<file path="src/sv/grr_queue.sv">
// Two-entry queue with full and empty flags.
module grr_queue #(
  parameter int W = 1
) (
  input  logic         clk,
  input  logic         rst_n,
  input  logic         push,
  output logic         full,
  input  logic [W-1:0] din,
  input  logic         pop,
  output logic         empty,
  output logic [W-1:0] dout
);

  logic [W-1:0] ent_r [2];
  logic         wp_r, rp_r;
  logic [1:0]   cnt_r;
  logic         do_push, do_pop;

  assign full    = (cnt_r == 2'd2);
  assign empty   = (cnt_r == 2'd0);
  assign do_push = push && !full;
  assign do_pop  = pop && !empty;
  assign dout    = ent_r[rp_r];

  always_ff @(posedge clk) begin
    if (!rst_n) begin
      wp_r  <= 1'b0;
      rp_r  <= 1'b0;
      cnt_r <= 2'd0;
    end else begin
      if (do_push) wp_r <= ~wp_r;
      if (do_pop) rp_r <= ~rp_r;
      case ({do_push, do_pop})
        2'b10:   cnt_r <= cnt_r + 2'd1;
        2'b01:   cnt_r <= cnt_r - 2'd1;
        default: cnt_r <= cnt_r;
      endcase
    end
  end

  always_ff @(posedge clk) begin
    if (do_push) ent_r[wp_r] <= din;
  end

endmodule

</file>
<file path="config.mk">
export PLATFORM = sky130hd
export DESIGN_NAME = grr_queue
export DESIGN_NICKNAME = d
export VERILOG_FILES = /design/src/sv/grr_queue.sv
export SDC_FILE = /design/constraint.sdc
export NUM_CORES = 1
export LEC_CHECK = 0
export BUFFER_PORTS_ARGS = -buffer_cell sky130_fd_sc_hd__buf_2
export CAP_MARGIN = 20
export CORE_AREA = 8 8 45 47
export CTS_CLUSTER_SIZE = 40
export DETAILED_ROUTE_END_ITERATION = 12
export DIE_AREA = 0 0 53 55
export HOLD_SLACK_MARGIN = 0.03
export PLACE_DENSITY = 0.4
export SYNTH_ARGS = -nofsm -noshare
export SYNTH_HDL_FRONTEND = slang
export SYNTH_SLANG_ARGS = --single-unit
export TNS_END_PERCENT = 50
</file>
<file path="constraint.sdc">
create_clock -name clk -period 3.34 [get_ports clk]
set_input_delay 0.668 -clock clk [delete_from_list [all_inputs] [get_ports clk]]
set_output_delay 0.668 -clock clk [all_outputs]
set_load 0.05 [all_outputs]
</file>
==> summary.txt <==
Run status
  – Status: complete, no violations

Clock tree
  – Max Root-Sink Buffers: 2
  – Clk slew on worst S/H paths: roughly 0.050 ns
  – Hold buffers post-CTS: 0
  – CTS buffer count: 3
  – H-tree depth: 1
  – Clock latency on the worst-skew pair: between 0.2 and 0.3 ns
  – # resized after CTS: 0
  – Post-CTS setup buffers: 0
  – Root buffer cell: clkbuf_4
  – CTS tree: done
  – TritonCTS Sinks: 7

Final layout
  – Leading cell type in the layout, fill and taps excluded: buf_2
  – Most frequent cells in the layout: 7 x buf_2, 5 x dfxtp_1, 3 x xnor2_1, 3 x clkbuf_4
  – Antenna cells: 0
  – P&R area growth vs syn: 26.42%
  – Final #Nets: 47
  – Share of cells above drive strength 1: 0.3250

Critical path
  – Critical Path Start Type: flip-flop
  – Critical path arrival: 1.14 ns
  – R2R Path Start: cnt_r[0]
  – Crit path capture: full
  – R2r setup slk: around 1.8 ns
  – CP Max Fanout: 5
  – FF-to-FF path depth: 5
  – Kind of critical path: flip-flop to output port
  – Worst setup path startpoint: cnt_r[0]
  – CP endpoint kind: output port
  – Required @ worst endpoint: 2.67 ns
  – End of the worst register-to-register path: cnt_r[1]

Power
  – VDD IR max: 0.2935 mV
  – Power Density: roughly 1000 mW/mm²
  – Total power: around 400 µW
  – Leakage power: between 0.15 and 0.2 nW

Detailed routing
  – DR vias: between 200 and 250
  – Met2 WL: between 200 and 300 µm
  – Post-DRT Antenna Nets: 0
  – Vias per cell: roughly 4
  – Top layer used by detailed routing: met3
  – Met3 WL post-DR: roughly 27 µm
  – Drt initial violations: 2
  – DRT met1 WL: between 200 and 250 µm
  – Routed WL: around 550 µm
  – # DRC: 0
  – Detailed Routing Iterations Pass 1: 2
  – Routed length per instance: a little under 10 µm

Synthesis
  – Synth warn: 0
  – Syn Area/Cell: about 11 µm²
  – #FFs+latches synth: 7
  – Sequential area share after synthesis: 0.5203
  – Cell taking the most area after synthesis: dfxtp_1
  – Synth top area share: 0.3252
  – Syn Nets: 35
  – Syn Inst Count: 29
  – Synthesized area: just over 300 µm²
  – Synth cell types: 17
  – Main area contributors after synthesis: dfxtp_1 33%, edfxtp_1 20%, xnor2_1 8.5%

Timing
  – Final min period: 1.808 ns
  – Final setup violation count: 0
  – Slew headroom: 0.8342
  – Slew @ Worst Pin: approximately 0.25 ns
  – Number of max-slew violations in the final report: 0
  – Skew final: 0.001806 ns
  – Fin Setup TNS: 0 ns
  – Final worst path period share: 0.5413
  – RSZ-0062 raised after global routing: false
  – Peak Freq: roughly 0.55 GHz
  – Final Hold Vio Count: 0

Global route
  – Vias in the first global route: between 200 and 300
  – Total track usage: 0.04874
  – Initial antenna violation count: 0
  – Pin count of the biggest net entering global routing: 6
  – First-pass GRT wire length: between 1000 and 1500 µm
  – Remaining Overflow, GRT: 0

Placement
  – PortBufs: 7
  – HPWL after detailed placement: ~450 µm
  – RD Place Congestion: between 0.7 and 0.8

Die
  – Die height: 55 µm
  – Total die area: roughly 0.003 mm²
  – Initial Util: 0.2224
  – Total core area: ~0.0014 mm²
  – I/O Pins: 8
  – Die X: between 50 and 60 µm
  – Row cnt: 14

Worst hold path
  – Hold Crit Class: flip-flop to flip-flop

Job
  – Max-cap viol count: 0
[how the worst min path moves through the flow]
stage / from / endpoint / slack (ns) / depth (start not counted)
2_1_floorplan: wp_r / wp_r / 0.46 / 2
3_3_place_gp: wp_r / wp_r / 0.47 / 2
3_5_place_dp: wp_r / wp_r / 0.47 / 2
4_1_cts: wp_r / wp_r / 0.48 / 2
5_1_grt: wp_r / wp_r / 0.54 / 2
6_report: wp_r / wp_r / 0.48 / 2
[layout make-up]
cell class	count	area, µm²
clock buffer	4	26.28
fill	153	994.7
inverter	3	11.26
multi-input combinational	19	136.4
sequential	7	160.2
tap	16	20.02
timing repair buffer	7	35.03
[through the flow]
stage | instances | utilization | hold WS (ns) | setup WS (ns) | cell area [µm²]
after floorplan | 29 | - | 0.4570 | 1.682 | 307.8
after global placement | 52 | 0.2622 | 0.4710 | 1.601 | 362.8
after detailed placement | 52 | 0.2622 | 0.4725 | 1.564 | 362.8
after CTS | 56 | 0.2812 | 0.4812 | 1.513 | 389.1
after global routing | 56 | 0.2812 | 0.5403 | 1.458 | 389.1
final | 56 | 0.2812 | 0.4834 | 1.532 | 389.1
[critical path, cell delays in order, from the launching register on]
cell and delay, ns:
dfxtp_1 0.36, nand2b_2 0.22, inv_2 0.06, buf_2 0.25
[report_power, final]
group,leakage [nW],internal [mW],switching [mW]
Combinational,0.0961,0.0700,0.118
Clock,0.0150,0.0455,0.0300
Sequential,0.0600,0.116,0.0217
Total,0.171,0.231,0.170
[cells in the mapped netlist]
cell	instances
inv_2	1
o21a_1	1
and3_1	1
edfxtp_1	2
nor2_1	1
mux2_2	1
inv_1	2
dfxtp_1	5
nand2_1	1
o21ai_0	2
and2_1	1
a21boi_1	2
ha_1	1
nand2b_2	1
xnor2_1	3
or3_1	2
nor2b_1	2
[logic make-up (layout without fill, tap and decap cells)]
| family | count (synthesis) | count (layout) | share of synthesized area |
|---|---|---|---|
| XOR/XNOR | 3 | 3 | 0.08538 |
| adder cells (fa/ha/maj) | 1 | 1 | 0.04064 |
| AND/OR/NAND/NOR | 9 | 9 | 0.1748 |
| multiplexers | 1 | 1 | 0.03658 |
| AO/OA/AOI/OAI | 5 | 5 | 0.1057 |
| flip-flops | 7 | 7 | 0.5203 |
| buffers and inverters | 3 | 14 | 0.03658 |
[per-layer routing]
metal,global-route usage,vias to the layer above
li1,-,119
met1,0.04434,105
met2,0.08008,3
met3,0.02674,0
met4,0.03879,0
met5,0,-
No activity file was read; power rests on OpenSTA's default activity.
