## config.mk

```make
export PLATFORM = sky130hd
export DESIGN_NAME = grr_front
export DESIGN_NICKNAME = d
export VERILOG_FILES = /design/src/sv/grr_pkg.sv /design/src/sv/grr_front.sv
export SDC_FILE = /design/constraint.sdc
export NUM_CORES = 2
export LEC_CHECK = 0
export BUFFER_PORTS_ARGS = -buffer_cell sky130_fd_sc_hd__buf_2
export CAP_MARGIN = 20
export CORE_MARGIN = 2
export CORE_UTILIZATION = 50
export CTS_BUF_LIST = sky130_fd_sc_hd__clkbuf_2
export CTS_CLUSTER_SIZE = 20
export DETAILED_ROUTE_END_ITERATION = 12
export PLACE_DENSITY = 0.7
export SYNTH_ARGS = -nofsm -noshare
export SYNTH_HDL_FRONTEND = slang
export SYNTH_SLANG_ARGS = --single-unit
```

## constraint.sdc

```tcl
create_clock -name clk -period 22.3 [get_ports clk]
set_clock_uncertainty 0.2 [all_clocks]
set_input_delay 6.69 -clock clk [delete_from_list [all_inputs] [get_ports clk]]
set_output_delay 6.69 -clock clk [all_outputs]
set_load 0.05 [all_outputs]
```

## src/sv/grr_pkg.sv

```systemverilog
// Shared types, codes and constants of the glyph row renderer.
package grr_pkg;

  // Input operation codes; code 3 is unused and does nothing
  typedef enum logic [1:0] {
    OP_RENDER = 2'd0,
    OP_DESC   = 2'd1,
    OP_BYTE   = 2'd2
  } grr_op_t;

  localparam logic [6:0]  FIRST_CODE = 7'd31;     // glyph number = code - FIRST_CODE
  localparam logic [15:0] BG_RESET   = 16'h20c3;
  localparam logic [15:0] LEVEL_STEP = 16'h4208;  // one grey step, 0x0841 * 8
  localparam int          START_W    = 12;        // bitmap start address width
  localparam int          RAW_W      = 13;        // start + row byte offset, before wrap
  localparam int          CMP_W      = 17;        // wide enough for any size compare
  localparam int          WORDS      = 5;         // words per rendered row

  typedef struct packed {
    logic [3:0]        w;
    logic [4:0]        h;
    logic [2:0]        ox;
    logic signed [5:0] oy;
    logic [START_W-1:0] start;
  } grr_glyph_t;

  // One job for the back end: a bitmap byte write or a row fetch
  typedef struct packed {
    logic       wr;
    logic       hit;
    logic [1:0] phase;
    logic [3:0] w;
    logic [2:0] ox;
    logic [7:0] data;
  } grr_job_t;

  typedef enum logic [3:0] {
    F_B0   = 4'b0001,
    F_B1   = 4'b0010,
    F_B2   = 4'b0100,
    F_HAND = 4'b1000
  } grr_fetch_t;

  typedef enum logic [1:0] {
    LVL_0 = 2'd0,
    LVL_1 = 2'd1,
    LVL_2 = 2'd2,
    LVL_3 = 2'd3
  } grr_level_t;

  function automatic logic [15:0] level_offset(input logic [1:0] lvl);
    logic [15:0] r;
    case (grr_level_t'(lvl))
      LVL_0:   r = 16'h0000;
      LVL_1:   r = LEVEL_STEP;
      LVL_2:   r = 16'(LEVEL_STEP << 1);
      LVL_3:   r = 16'(LEVEL_STEP + (LEVEL_STEP << 1));
      default: r = 16'h0000;
    endcase
    return r;
  endfunction

endpackage

```

## src/sv/grr_front.sv

```systemverilog
// Front end: accepts items, keeps the glyph table, locates the bitmap row.
module grr_front #(
  parameter int TEXT_LINE_HEIGHT = 10,
  parameter int GLYPH_COUNT      = 96,
  parameter int BITMAP_BYTES     = 4096
) (
  input  logic                            clk,
  input  logic                            rst_n,
  input  logic                            in_push,
  output logic                            in_full,
  input  logic [1:0]                      in_operation,
  input  logic [6:0]                      in_char_code,
  input  logic [4:0]                      in_text_row,
  input  logic [11:0]                     in_table_address,
  input  logic [7:0]                      in_bitmap_byte,
  input  logic [3:0]                      in_glyph_width,
  input  logic [4:0]                      in_glyph_height,
  input  logic [2:0]                      in_glyph_offset_x,
  input  logic signed [5:0]               in_glyph_offset_y,
  input  logic [11:0]                     in_glyph_bitmap_start,
  output logic                            jq_push,
  input  logic                            jq_full,
  output grr_pkg::grr_job_t               jq_job,
  output logic [$clog2(BITMAP_BYTES)-1:0] jq_addr
);
  import grr_pkg::*;

  localparam int GW      = $clog2(GLYPH_COUNT);
  localparam int AW      = $clog2(BITMAP_BYTES);
  localparam int RSH     = 30;
  localparam int RECIP_W = RSH - AW + 1;
  localparam int PW      = RAW_W + RECIP_W;
  localparam int QW      = (PW > RSH) ? PW - RSH : 1;
  localparam logic [RECIP_W-1:0] RECIP = RECIP_W'((64'd1 << RSH) / BITMAP_BYTES);
  localparam logic [CMP_W-1:0]   BMAX  = CMP_W'(BITMAP_BYTES);
  localparam logic [CMP_W-1:0]   GMAX  = CMP_W'(GLYPH_COUNT);
  localparam logic signed [8:0]  EY_BIAS = 9'(4 - TEXT_LINE_HEIGHT);

  grr_glyph_t gt_mem [GLYPH_COUNT];

  logic          stall, acc;
  logic [6:0]    gn;
  logic          gn_ok, gaddr_ok, baddr_ok;

  // stage 1: item fields plus glyph descriptor
  logic          s1_v_r, s1_wr_r, s1_gn_ok_r;
  grr_glyph_t    s1_g_r;
  logic [4:0]    s1_row_r;
  logic [11:0]   s1_addr_r;
  logic [7:0]    s1_byte_r;
  // stage 2: unwrapped byte address
  logic          s2_v_r;
  grr_job_t      s2_job_r;
  logic [RAW_W-1:0] s2_raw_r;
  // stage 3: quotient estimate for the wrap
  logic          s3_v_r;
  grr_job_t      s3_job_r;
  logic [RAW_W-1:0] s3_raw_r;
  logic [QW-1:0] s3_q_r;

  logic signed [8:0] ey;
  logic [8:0]    bi;
  logic          hit;
  grr_job_t      job1;
  logic [RAW_W-1:0] raw1;
  logic [PW-1:0] prod;
  logic [CMP_W-1:0] rem0, rem1;

  assign stall   = s3_v_r && jq_full;
  assign in_full = stall;
  assign acc     = in_push && !stall;

  assign gn       = in_char_code - FIRST_CODE;
  assign gn_ok    = (in_char_code >= FIRST_CODE) && (CMP_W'(gn) < GMAX);
  assign gaddr_ok = CMP_W'(in_table_address) < GMAX;
  assign baddr_ok = CMP_W'(in_table_address) < BMAX;

  always_ff @(posedge clk) begin
    if (acc && in_operation == OP_DESC && gaddr_ok) begin
      gt_mem[GW'(in_table_address)] <= '{w: in_glyph_width, h: in_glyph_height,
        ox: in_glyph_offset_x, oy: in_glyph_offset_y, start: in_glyph_bitmap_start};
    end
    if (acc) s1_g_r <= gt_mem[GW'(gn)];
  end

  // stage 1 logic: glyph row, hit test, bitmap pixel index
  always_comb begin
    ey   = $signed({4'b0, s1_row_r}) + $signed({4'b0, s1_g_r.h}) + 9'(s1_g_r.oy) + EY_BIAS;
    hit  = s1_gn_ok_r && !ey[8] && (ey[7:0] < {3'b0, s1_g_r.h}) && (s1_g_r.w != 4'd0);
    bi   = {5'b0, s1_g_r.w} * {4'b0, ey[4:0]};
    raw1 = s1_wr_r ? RAW_W'(s1_addr_r) : (RAW_W'(s1_g_r.start) + RAW_W'(bi[8:2]));
    job1 = '{wr: s1_wr_r, hit: hit, phase: bi[1:0], w: s1_g_r.w, ox: s1_g_r.ox,
             data: s1_byte_r};
  end

  assign prod = PW'(s2_raw_r) * PW'(RECIP);

  // wrap: remainder from the estimate, then one correction
  assign rem0 = CMP_W'(s3_raw_r) - CMP_W'(s3_q_r) * BMAX;
  assign rem1 = (rem0 >= BMAX) ? rem0 - BMAX : rem0;

  assign jq_push = s3_v_r && !jq_full;
  assign jq_job  = s3_job_r;
  assign jq_addr = AW'(rem1);

  always_ff @(posedge clk) begin
    if (!rst_n) begin
      s1_v_r <= 1'b0;
      s2_v_r <= 1'b0;
      s3_v_r <= 1'b0;
    end else if (!stall) begin
      s1_v_r <= acc && (in_operation == OP_RENDER || (in_operation == OP_BYTE && baddr_ok));
      s2_v_r <= s1_v_r;
      s3_v_r <= s2_v_r;
    end
  end

  always_ff @(posedge clk) begin
    if (!stall) begin
      s1_wr_r    <= (in_operation == OP_BYTE);
      s1_gn_ok_r <= gn_ok;
      s1_row_r   <= in_text_row;
      s1_addr_r  <= in_table_address;
      s1_byte_r  <= in_bitmap_byte;
      s2_job_r   <= job1;
      s2_raw_r   <= raw1;
      s3_job_r   <= s2_job_r;
      s3_raw_r   <= s2_raw_r;
      s3_q_r     <= QW'(prod >> RSH);
    end
  end

endmodule

```

==> impl_metrics.toml <==
[run_status]
status = "complete, no violations"

[sta]
setup_violations = 0
finalHoldViolCount = 0
hold_ws_ns = 0.2206
fin_ws_ns = 8.137
finalSetupTns_ns = 0
finalMaxSlewViolations = 0
post-route-period-util_pct = 63.51
fmax_ghz = 0.07061
rsz0062_at_grt = "false"
slew_headroom_pct = 18.00
layout_min_cycle_time_ns = 14.16
worst_pin_slew_ns = 1.230

[worst_setup_path]
startpoint = "jq_full"
reg2reg_to = "s2_raw_r[9]$_DFFE_PN_"
cp.required_ns = 15.41
path_class = "input port to output port"
path_max_fanout = 4
reg2regPathDepth = 23
critPathLaunchType = "input port"
worstPathArrival_ns = 7.27
r2r_start = "s1_g_r[21]$_DFFE_PP_"
worst_setup_path_end_kind = "output port"
r2r_setup_slack_ns = 15.29
crit_path_end = "in_full"

[clock_network]
numClockSinks = 3002
post_cts_buffers = 0
ctsHoldBuffers = 0
clk_path_buf_depth = 4
clk_latency_ns = 1.89
htreeDepth = 6
ctsResizeCount = 0
cts_made_buffers = 722
root_buffer = "clkbuf_2"
clkTransAtPathRegs_ns = 0.09
tritoncts = "done"

[logic_synthesis]
ys.flop_type = "edfxtp_1"
syn_area_mm2 = 0.1150
synth_seq_cells = 3002
synth_edf_count = 2999
synth_seq_area_share_pct = 78.36
syn_avg_cell_area_um2 = 24.55
synth_area_leaders = "edfxtp_1 78%, mux4_2 17%, ha_1 0.47%"
ys_warn_count = 0
post-synth-top-area-cell = "edfxtp_1"
postSynthCellCount = 4685
synthesis.nets = 4806
yosysMostFrequentCell = "edfxtp_1"
ys_types = 54
ys_top_cells_by_count = "2,999 x edfxtp_1, 891 x mux4_2, 116 x nor2_1, 111 x clkbuf_1, 97 x buf_2"
async_flop_share_pct = 0
synth_top_cell_area_share_pct = 78.31

[route]
routed_via_density = 6.161
drtAntennaViolNets = 0
wl_um = 281600
routedWlPerCell_um = 31.36
routed-via-count = 55320
drtIter0Drc = 7101
dr.pass1.iters = 5
drc = 0

[cells_and_area]
syn2layout_area_growth_pct = 10.14
drive_gt1_share_pct = 39.27
fillers = 16920
final_nets = 5560
final_area_mm2 = 0.1267
final_util_pct = 55.26

[placed_design]
numPortBuffers = 100
place_congestion = 0.8348
pre_cts_ws_ns = 8.142
placed_area_mm2 = 0.1203
hpwlAfterDp_um = 144900

[grt]
grt_overflow = 0
grt_pass1_vias = 56590
grt_pass1_wl_um = 400500
grt_max_degree = 146
antenna_found_initial = 32
track_usage_pct = 24.10

[die]
core_mm2 = 0.2292
initial_core_util_pct = 50.17
die_y_um = 483.6
die_area_mm2 = 0.2339
ios = 101
rows = 176
die_width_um = 483.6

[pwr]
leakage_nw = 40.44
vdd_drop_max_v = 0.00009948
power_density_mw_per_mm2 = 87.36

[min_path]
min_path_type = "flip-flop to flip-flop"

[flow_run]
drv_cap = 0
==> layout by cell type (no fill, tap or decap), types with 5 or more instances in the layout <==
| cell | netlist | final |
|---|---|---|
| clkinv_2 | 0 | 14 |
| fa_1 | 10 | 10 |
| nand2_1 | 69 | 68 |
| mux2i_1 | 30 | 30 |
| o22ai_1 | 11 | 11 |
| inv_2 | 0 | 16 |
| mux4_2 | 891 | 891 |
| nor2_4 | 0 | 97 |
| ha_1 | 43 | 42 |
| a31oi_1 | 6 | 6 |
| a22oi_1 | 5 | 5 |
| nor2b_1 | 9 | 9 |
| xor2_1 | 11 | 9 |
| buf_4 | 15 | 181 |
| nor3_1 | 8 | 8 |
| clkbuf_2 | 0 | 1019 |
| bufinv_16 | 0 | 10 |
| o21ai_0 | 7 | 7 |
| o211ai_1 | 23 | 23 |
| clkinv_1 | 1 | 155 |
| nor2_1 | 116 | 18 |
| a211oi_1 | 7 | 7 |
| and2_1 | 18 | 18 |
| edfxtp_1 | 2999 | 2999 |
| a32oi_1 | 44 | 44 |
| a21oi_1 | 21 | 21 |
| inv_1 | 29 | 29 |
| xnor2_1 | 12 | 9 |
| buf_12 | 0 | 6 |
| nand4_1 | 6 | 6 |
| nand3_1 | 15 | 13 |
| a21o_1 | 12 | 12 |
| o21bai_1 | 6 | 6 |
| buf_2 | 97 | 72 |
| diode_2 | 0 | 24 |
==> metal layers <==
metal,up-vias,GRT usage (%),wire length [um]
met5,-,0,45
met4,6,8.755,9127
met3,513,6.267,32180
met2,3326,37.40,134900
met1,29190,33.39,105400
li1,22290,-,-
==> kinds of logic after synthesis <==
| group | after synthesis | share of synthesized area (%) |
|---|---|---|
| AO/OA/AOI/OAI | 163 | 1.046 |
| adder cells (fa/ha/maj) | 53 | 0.6419 |
| multiplexers | 923 | 17.73 |
| AND/OR/NAND/NOR | 256 | 0.9792 |
| flip-flops | 3002 | 78.36 |
| XOR/XNOR | 23 | 0.1752 |
| buffers and inverters | 265 | 1.072 |
==> registers in the layout (all words and copies together), names as in the netlist <==
name and count:
s1_addr_r 12, s3_v_r 1, s1_byte_r 8, job1 7, jq_job 19, gt_mem 2880, s3_raw_r 12, s1_row_r 5
s1_v_r 1, s1_wr_r 1, s2_v_r 1, s1_g_r 23, s1_gn_ok_r 1, s2_job_r 19, s2_raw_r 12
==> power breakdown <==
group / leakage [nW] / internal (mW) / switching [mW] / total (mW)
clock: 4.75 / 1.33 / 2.09 / 3.42
sequential: 27.1 / 6.27 / 0.0299 / 6.30
combinational: 8.55 / 0.531 / 0.810 / 1.34
total: 40.4 / 8.13 / 2.93 / 11.1
==> area by class of cell <==
type | instances | area (um^2) | share of cell area, %
flip-flops and latches | 3002 | 90120 | 71.14
multi-input cells | 1418 | 24500 | 19.34
clock buffers | 1019 | 5100 | 4.026
well taps | 3026 | 3786 | 2.989
repair buffers | 265 | 1976 | 1.560
clock inverters | 196 | 1026 | 0.8099
inverters | 30 | 112.6 | 0.08890
diodes | 24 | 60.06 | 0.04741
==> critical path: stages <==
cell and delay, ns:
buf_2 0.12, nand2_4 0.05, inv_1 0.12, buf_2 0.29
==> worst min-delay path by stage <==
stage / start / to / slack (ns) / depth (start not counted)
4_1_cts: s2_raw_r[6]$_DFFE_PN_ / s3_raw_r[6]$_DFFE_PN_ / 0.22 / 0
2_1_floorplan: s2_job_r[0]$_DFFE_PN_ / jq_job[0]$_DFFE_PN_ / 0.20 / 0
3_5_place_dp: s2_job_r[17]$_DFFE_PN_ / jq_job[17]$_DFFE_PN_ / 0.20 / 0
3_3_place_gp: s2_raw_r[3]$_DFFE_PN_ / s3_raw_r[3]$_DFFE_PN_ / 0.20 / 0
6_report: s2_raw_r[6]$_DFFE_PN_ / s3_raw_r[6]$_DFFE_PN_ / 0.22 / 0
5_1_grt: s2_raw_r[6]$_DFFE_PN_ / s3_raw_r[6]$_DFFE_PN_ / 0.21 / 0
==> through the flow <==
step,power (mW),instances
after detailed placement,7.768,7733
after floorplan,7.311,4685
after global placement,7.739,7733
after CTS,11.15,8948
final,11.07,8980
after global routing,11.53,8972
No activity file was read; power rests on OpenSTA's default activity.
